==> config.mk <==
export PLATFORM = sky130hd
export DESIGN_NAME = hall_six_step_commutator
export DESIGN_NICKNAME = d
export VERILOG_FILES = /design/src/design/hss_pkg.sv /design/src/design/hall_six_step_commutator.sv
export SDC_FILE = /design/constraint.sdc
export NUM_CORES = 1
export LEC_CHECK = 0
export BUFFER_PORTS_ARGS = -buffer_cell sky130_fd_sc_hd__clkbuf_2
export CAP_MARGIN = 20
export CORE_MARGIN = 2
export CORE_UTILIZATION = 50
export DETAILED_ROUTE_END_ITERATION = 10
export HOLD_SLACK_MARGIN = 0.03
export PLACE_DENSITY_LB_ADDON = 0.15
export SYNTH_ARGS = -nofsm -noshare
export SYNTH_HDL_FRONTEND = slang
export SYNTH_SLANG_ARGS = --single-unit
==> constraint.sdc <==
create_clock -name clk -period 23.3 [get_ports clk]
set_clock_uncertainty 0.1 [all_clocks]
set_input_delay 6.99 -clock clk [delete_from_list [all_inputs] [get_ports clk]]
set_output_delay 6.99 -clock clk [all_outputs]
set_load 0.1 [all_outputs]
==> src/design/hss_pkg.sv <==
package hss_pkg;

  localparam logic [1:0] PHASE_U    = 2'd0;
  localparam logic [1:0] PHASE_V    = 2'd1;
  localparam logic [1:0] PHASE_W    = 2'd2;
  localparam logic [1:0] PHASE_NONE = 2'd3;

  localparam logic        DIRECTION_RESET   = 1'b1;
  localparam logic [15:0] STALL_LIMIT_RESET = 16'd15000;

  localparam logic [1:0] CFG_DIRECTION   = 2'd0;
  localparam logic [1:0] CFG_STALL_LIMIT = 2'd1;

  typedef enum logic [1:0] {
    POS_HOLD = 2'd0,
    POS_INC  = 2'd1,
    POS_DEC  = 2'd2
  } pos_delta_t;

  typedef struct packed {
    logic [2:0]  hall_bits;
    logic [15:0] drive_level;
    logic        start_req;
    logic        halt;
  } in_t;

  typedef struct packed {
    logic [1:0]         high_phase;
    logic [1:0]         low_phase;
    logic [15:0]        pwm_compare;
    logic               bridge_enable;
    logic               hall_fault;
    logic signed [31:0] position;
    logic [31:0]        period_count;
    logic               period_valid;
    logic               stalled;
  } out_t;

  typedef struct packed {
    logic [1:0] high_phase;
    logic [1:0] low_phase;
  } phases_t;

  function automatic phases_t step_phases(input logic [2:0] step);
    phases_t p;
    case (step)
      3'd1:    p = '{high_phase: PHASE_U, low_phase: PHASE_W};
      3'd2:    p = '{high_phase: PHASE_V, low_phase: PHASE_U};
      3'd3:    p = '{high_phase: PHASE_V, low_phase: PHASE_W};
      3'd4:    p = '{high_phase: PHASE_W, low_phase: PHASE_V};
      3'd5:    p = '{high_phase: PHASE_U, low_phase: PHASE_V};
      3'd6:    p = '{high_phase: PHASE_W, low_phase: PHASE_U};
      default: p = '{high_phase: PHASE_NONE, low_phase: PHASE_NONE};
    endcase
    return p;
  endfunction

  function automatic pos_delta_t step_delta(input logic [2:0] prev, input logic [2:0] step);
    pos_delta_t d;
    case ({prev, step})
      6'o45, 6'o51, 6'o13, 6'o32, 6'o26, 6'o64: d = POS_DEC;
      6'o62, 6'o23, 6'o31, 6'o15, 6'o54, 6'o46: d = POS_INC;
      default:                                  d = POS_HOLD;
    endcase
    return d;
  endfunction

endpackage

==> src/design/hall_six_step_commutator.sv <==
// A result is registered in the output register when its request is accepted, or in the skid if the output stalls.
// Throughput: one request per cycle; when the output stalls, the result register
// plus a one-entry skid take one more request, then in_stall rises until drained.
// Reset (rst_n low, synchronous): stopped, counters and position zero,
// direction counter-clockwise, stall limit 15000, output buffer empty.
module hall_six_step_commutator (
  input  logic                  clk,
  input  logic                  rst_n,
  input  logic                  in_valid,
  output logic                  in_stall,
  input  hss_pkg::in_t          in_data,
  output logic                  out_valid,
  input  logic                  out_stall,
  output hss_pkg::out_t         out_data,
  input  logic                  cfg_valid,
  output logic                  cfg_ready,
  input  logic [1:0]            cfg_index,
  input  logic [15:0]           cfg_data
);

  logic        direction_r;
  logic [15:0] stall_limit_r;

  logic        running_r, running_nxt;
  logic [2:0]  prev_step_r, prev_step_nxt;
  logic        prev_top_r, prev_top_nxt;
  logic [31:0] tick_r, tick_nxt;
  logic [15:0] quiet_r, quiet_nxt;
  logic [31:0] pos_r, pos_nxt;

  logic          out_valid_r, skid_valid_r;
  hss_pkg::out_t out_r, skid_r;
  hss_pkg::out_t res;

  logic              in_fire, out_fire;
  logic              run_eff, step_ok, top, edge_hit;
  logic [2:0]        step;
  logic [31:0]       tick_inc;
  hss_pkg::phases_t  ph;
  hss_pkg::pos_delta_t delta;

  assign cfg_ready = 1'b1;
  assign in_stall  = skid_valid_r;
  assign out_valid = out_valid_r;
  assign out_data  = out_r;
  assign in_fire   = in_valid && !in_stall;
  assign out_fire  = out_valid_r && !out_stall;

  always_comb begin
    run_eff  = (running_r | in_data.start_req) & ~in_data.halt;
    step     = direction_r ? ~in_data.hall_bits : in_data.hall_bits;
    top      = in_data.hall_bits[2];
    step_ok  = (step != 3'd0) && (step != 3'd7);
    ph       = hss_pkg::step_phases(step);
    delta    = hss_pkg::step_delta(prev_step_r, step);
    tick_inc = (&tick_r) ? tick_r : tick_r + 32'd1;
    edge_hit = top != prev_top_r;

    running_nxt   = run_eff && step_ok;
    prev_step_nxt = prev_step_r;
    prev_top_nxt  = prev_top_r;
    tick_nxt      = tick_r;
    quiet_nxt     = quiet_r;
    pos_nxt       = pos_r;

    res.high_phase    = hss_pkg::PHASE_NONE;
    res.low_phase     = hss_pkg::PHASE_NONE;
    res.pwm_compare   = 16'd0;
    res.bridge_enable = 1'b0;
    res.hall_fault    = 1'b0;
    res.period_count  = 32'd0;
    res.period_valid  = 1'b0;
    res.stalled       = 1'b0;

    if (run_eff) begin
      if (step_ok) begin
        res.high_phase    = ph.high_phase;
        res.low_phase     = ph.low_phase;
        res.pwm_compare   = in_data.drive_level;
        res.bridge_enable = 1'b1;
      end else begin
        res.hall_fault = 1'b1;
      end
      if (edge_hit) begin
        prev_top_nxt = top;
        if (!top) begin
          res.period_count = tick_inc;
          res.period_valid = 1'b1;
        end
        tick_nxt  = 32'd0;
        quiet_nxt = 16'd0;
      end else if (quiet_r >= stall_limit_r) begin
        tick_nxt    = tick_inc;
        res.stalled = 1'b1;
        quiet_nxt   = 16'd0;
      end else begin
        tick_nxt  = tick_inc;
        quiet_nxt = quiet_r + 16'd1;
      end
      case (delta)
        hss_pkg::POS_INC: pos_nxt = pos_r + 32'd1;
        hss_pkg::POS_DEC: pos_nxt = pos_r - 32'd1;
        default:          pos_nxt = pos_r;
      endcase
      prev_step_nxt = step;
    end
    res.position = pos_nxt;
  end

  always_ff @(posedge clk) begin
    if (!rst_n) begin
      direction_r   <= hss_pkg::DIRECTION_RESET;
      stall_limit_r <= hss_pkg::STALL_LIMIT_RESET;
    end else if (cfg_valid && cfg_ready) begin
      case (cfg_index)
        hss_pkg::CFG_DIRECTION:   direction_r   <= cfg_data[0];
        hss_pkg::CFG_STALL_LIMIT: stall_limit_r <= cfg_data;
        default: ;
      endcase
    end
  end

  always_ff @(posedge clk) begin
    if (!rst_n) begin
      running_r   <= 1'b0;
      prev_step_r <= 3'd0;
      prev_top_r  <= 1'b0;
      tick_r      <= 32'd0;
      quiet_r     <= 16'd0;
      pos_r       <= 32'd0;
    end else if (in_fire) begin
      running_r   <= running_nxt;
      prev_step_r <= prev_step_nxt;
      prev_top_r  <= prev_top_nxt;
      tick_r      <= tick_nxt;
      quiet_r     <= quiet_nxt;
      pos_r       <= pos_nxt;
    end
  end

  // output register with skid
  always_ff @(posedge clk) begin
    if (!rst_n) begin
      out_valid_r  <= 1'b0;
      skid_valid_r <= 1'b0;
    end else begin
      if (in_fire) begin
        if (!out_valid_r || out_fire) begin
          out_valid_r <= 1'b1;
        end else begin
          skid_valid_r <= 1'b1;
        end
      end else if (out_fire) begin
        if (skid_valid_r) begin
          skid_valid_r <= 1'b0;
        end else begin
          out_valid_r <= 1'b0;
        end
      end
    end
  end

  always_ff @(posedge clk) begin
    if (in_fire) begin
      if (!out_valid_r || out_fire) begin
        out_r <= res;
      end else begin
        skid_r <= res;
      end
    end else if (out_fire && skid_valid_r) begin
      out_r <= skid_r;
    end
  end

  a_skid_implies_out: assert property (@(posedge clk) disable iff (!rst_n)
    skid_valid_r |-> out_valid_r)
    else $error("skid holds a request while output register is empty");

  a_fault_off: assert property (@(posedge clk) disable iff (!rst_n)
    (out_valid_r && out_r.hall_fault) |->
      (!out_r.bridge_enable && out_r.high_phase == hss_pkg::PHASE_NONE))
    else $error("hall fault with bridge driven");

  a_enable_phase: assert property (@(posedge clk) disable iff (!rst_n)
    (out_valid_r && out_r.bridge_enable) |->
      (out_r.high_phase != hss_pkg::PHASE_NONE && out_r.low_phase != hss_pkg::PHASE_NONE))
    else $error("bridge enabled without a phase pair");

  a_halt_stops: assert property (@(posedge clk) disable iff (!rst_n)
    (in_fire && in_data.halt) |=> !running_r)
    else $error("halt did not stop the motor");

  a_stall_quiet: assert property (@(posedge clk) disable iff (!rst_n)
    (in_fire && res.stalled) |=> (quiet_r == 16'd0))
    else $error("quiet counter not cleared on standstill");

endmodule

==> flow_summary.json <==
{
  "run_status": "complete, no violations",
  "timing.critical_path.from": "in_data[20]",
  "yosysSeqAreaShare": 0.527,
  "dpl_worst_slack_ns": 11.71,
  "utilization": 0.580,
  "die_height_um": 171,
  "critPathKind": "input pin to flip-flop",
  "syn-cell-area_um2": 14000,
  "clk_transition_reported_paths_ns": 0.06,
  "cts_setup_buffers": 0,
  "num_antenna_cells": 0,
  "fmax_mhz": 90.2,
  "grt.total_usage": 0.216,
  "min_period_ns": 11.09,
  "inserted_clock_buffers": 31,
  "numClockSinks": 280,
  "port-buffer-count": 133,
  "drt_first_iter_violations": 673,
  "m1WireLength_um": 15500,
  "power_leakage_uw": 0.00630,
  "async_flop_share": 0,
  "regToRegEndpoint": "out_data[65]",
  "final-seq-area_um2": 7370,
  "cts.path.max_buffers": 3,
  "grt_max_degree": 77,
  "syn_avg_cell_area_um2": 10.1,
  "ys_flop_type": "edfxtp_1",
  "initial_core_util": 0.506,
  "synth.area.top_cells": "edfxtp_1 (38%), dfxtp_1 (15%), nand2_1 (4.9%)",
  "timing.final.hold_violations": 0,
  "ff2ff_path_depth": 16,
  "avgRoutedWirePerCell_um": 16.8,
  "worstSetupEndpoint": "out_data[65]",
  "drt_wl_total_um": 31800,
  "ir_worst_vdd_mv": 0.0611,
  "met2RoutedLength_um": 14300,
  "worst-slew-pin-transition_ns": 1.02,
  "first_global_vias": 9845,
  "fp.dieW_um": 171,
  "slew-limit-headroom": 0.318,
  "fin_crit_share": 0.476,
  "cp_data_required_time_ns": 23.52,
  "post_synth_inst_count": 1386,
  "drive_above_1_share": 0.167,
  "drtAntennaViolNets": 0,
  "dr_total_vias": 10700,
  "cp_max_fo": 34,
  "finalSetupTns_ns": 0,
  "worstSetupEndpointType": "flip-flop",
  "final_cells": 1900,
  "design.final.nets": 1592,
  "hold_buffers": 0,
  "finalMaxSlewViolations": 0,
  "drt_pass_1_iters": 5,
  "yosys_register_bits": 280,
  "floorplan.die_area_um2": 29300,
  "cell_area_power_density_nw_per_um2": 77.6,
  "route.top_layer_used": "met4",
  "critical_path.reg2reg.startpoint": "direction_r",
  "synth_top_area_share": 0.378,
  "placed_cells_incl_taps": 1840,
  "synth_cell_types": 71,
  "avgViaCountPerCell": 5.62,
  "cts_root_buffer": "clkbuf_16",
  "cts-resized-gates": 0,
  "placedInstanceArea_um2": 15000,
  "multiInputGateArea_um2": 6190,
  "drc_errors": 0,
  "grt_overflow": 0,
  "number_of_enable_flip_flop_cells_after_synthesis": 176,
  "maxCapViolations": 0,
  "final.fill_count": 2449,
  "number_of_antenna_violations_at_the_first_check_in_global_routing": 0,
  "globalplace.congestion": 0.873,
  "critPathLaunchType": "input pin",
  "tritoncts": "done",
  "hold_path.class": "flip-flop to flip-flop",
  "rsz0062_at_grt": "no",
  "route.met3.wl_um": 1460,
  "synth_top_cell_by_area": "edfxtp_1",
  "regToRegSetupSlack_ns": 18.06,
  "core_region_area_um2": 27600,
  "htreeDepth": 1,
  "num_io_pins": 135,
  "std_cell_rows": 61,
  "ys.warnings.count": 0,
  "syn2layout_area_growth_pct": 14.7,
  "grt_first_pass_wirelength_um": 51000,
  "hpwlAfterDp_um": 21300,
  "timing.final.setup_violations": 0,
  "finalInstanceArea_um2": 16000,
  "cp.arrival_ns": 11.31,
  "synth.net_count": 1481,
  "final.setup.worst_slack_ns": 12.21,
  "clk-insertion-delay-late_ns": 0.58
}
[sequential cells by signal, summed over array words and instances, names as in the netlist]
register,count
pos_r,32
skid_r,88
out_valid,1
prev_step_r,3
quiet_r,16
direction_r,1
running_r,1
prev_top_r,1
out_data,88
tick_r,32
in_stall,1
stall_limit_r,16
[stage by stage]
stage | hold slack, ns | total power, uW
finish | 0.360 | 1240
global route | 0.385 | 1290
CTS | 0.362 | 1250
detailed placement | 0.354 | 774
global placement | 0.348 | 772
floorplan | 0.336 | 735
[how the worst min path moves through the flow]
stage,startpoint,endpoint,slack [ns],cells past startpoint
5_1_grt,stall_limit_r[15],stall_limit_r[15],0.39,2
3_5_place_dp,stall_limit_r[15],stall_limit_r[15],0.35,2
6_report,stall_limit_r[15],stall_limit_r[15],0.36,2
4_1_cts,stall_limit_r[15],stall_limit_r[15],0.36,2
3_3_place_gp,stall_limit_r[8],stall_limit_r[8],0.35,2
2_1_floorplan,stall_limit_r[10],stall_limit_r[10],0.34,2
[layout by cell type, fill, tap and decap left out, types with 5 or more instances in the layout]
cell type,count
nand2_1,184
edfxtp_1,176
clkbuf_2,133
a21oi_1,118
nor2_1,115
dfxtp_1,104
o21ai_0,56
ha_1,50
inv_1,41
xor2_1,37
o31ai_1,37
and3_1,36
xnor2_1,35
clkbuf_16,31
nor3_1,30
mux2_2,28
o21a_1,25
a31oi_1,22
nand3_1,21
a21o_1,20
nand2b_1,20
buf_4,19
nor2b_1,17
a311oi_1,14
nand4_1,11
clkinv_2,9
mux2i_1,8
o211ai_1,8
or4_1,7
or3_1,6
and2_1,6
o211a_1,6
a211oi_1,5
a22oi_1,5
[worst max-delay path: stages]
cell	delay [ns]
clkbuf_2	0.15
xnor2_1	0.49
or4_1	0.20
o21ai_0	0.07
a21oi_1	0.17
ha_1	0.17
buf_4	0.38
ha_1	0.34
a211oi_1	0.29
o31ai_2	0.13
o21ai_1	0.28
a41o_1	0.34
o31ai_2	0.16
a311oi_1	0.45
mux2i_1	0.30
xnor2_1	0.11
mux2_2	0.27
[cells in the mapped netlist (14+ instances only)]
master,n
clkbuf_1,69
inv_1,41
mux2_2,28
nor3_1,30
o21ai_0,56
nand3_1,22
a311oi_1,14
nor2b_1,18
and3_1,37
ha_1,50
a31oi_1,22
nor2_1,117
nand2_1,184
a21oi_1,119
edfxtp_1,176
a21o_1,20
xor2_1,37
xnor2_1,35
o21a_1,25
o31ai_1,37
dfxtp_1,104
nand2b_1,21
[logic make-up after synthesis]
kind of cell | after synthesis | synth area share
simple gates | 481 | 0.162
compound gates | 348 | 0.159
flops | 280 | 0.527
buf+inv | 117 | 0.0319
xor+xnor | 72 | 0.0451
fa+ha+maj | 51 | 0.0462
mux | 36 | 0.0283
other cells | 1 | 0.000268
[where the power goes]
| group | total (uW) | internal [uW] | switching, uW |
|---|---|---|---|
| clock network | 480 | 275 | 205 |
| registers | 562 | 553 | 9.07 |
| logic | 201 | 36.9 | 164 |
| total | 1240 | 864 | 378 |
[routing by layer]
| layer | GRT usage | vias up |
|---|---|---|
| met5 | 0 | - |
| met4 | 0.0523 | 0 |
| met3 | 0.0268 | 37 |
| met2 | 0.347 | 252 |
| met1 | 0.311 | 5106 |
| li1 | - | 5280 |
[cell type report]
cell class | instances | area share
Sequential cell | 280 | 0.460
Clock buffer | 37 | 0.0511
Tap cell | 378 | 0.0295
Timing Repair Buffer | 153 | 0.0514
Inverter | 42 | 0.00984
Clock inverter | 21 | 0.0118
Multi-Input combinational cell | 989 | 0.387
(Power assumes the default switching activity.)
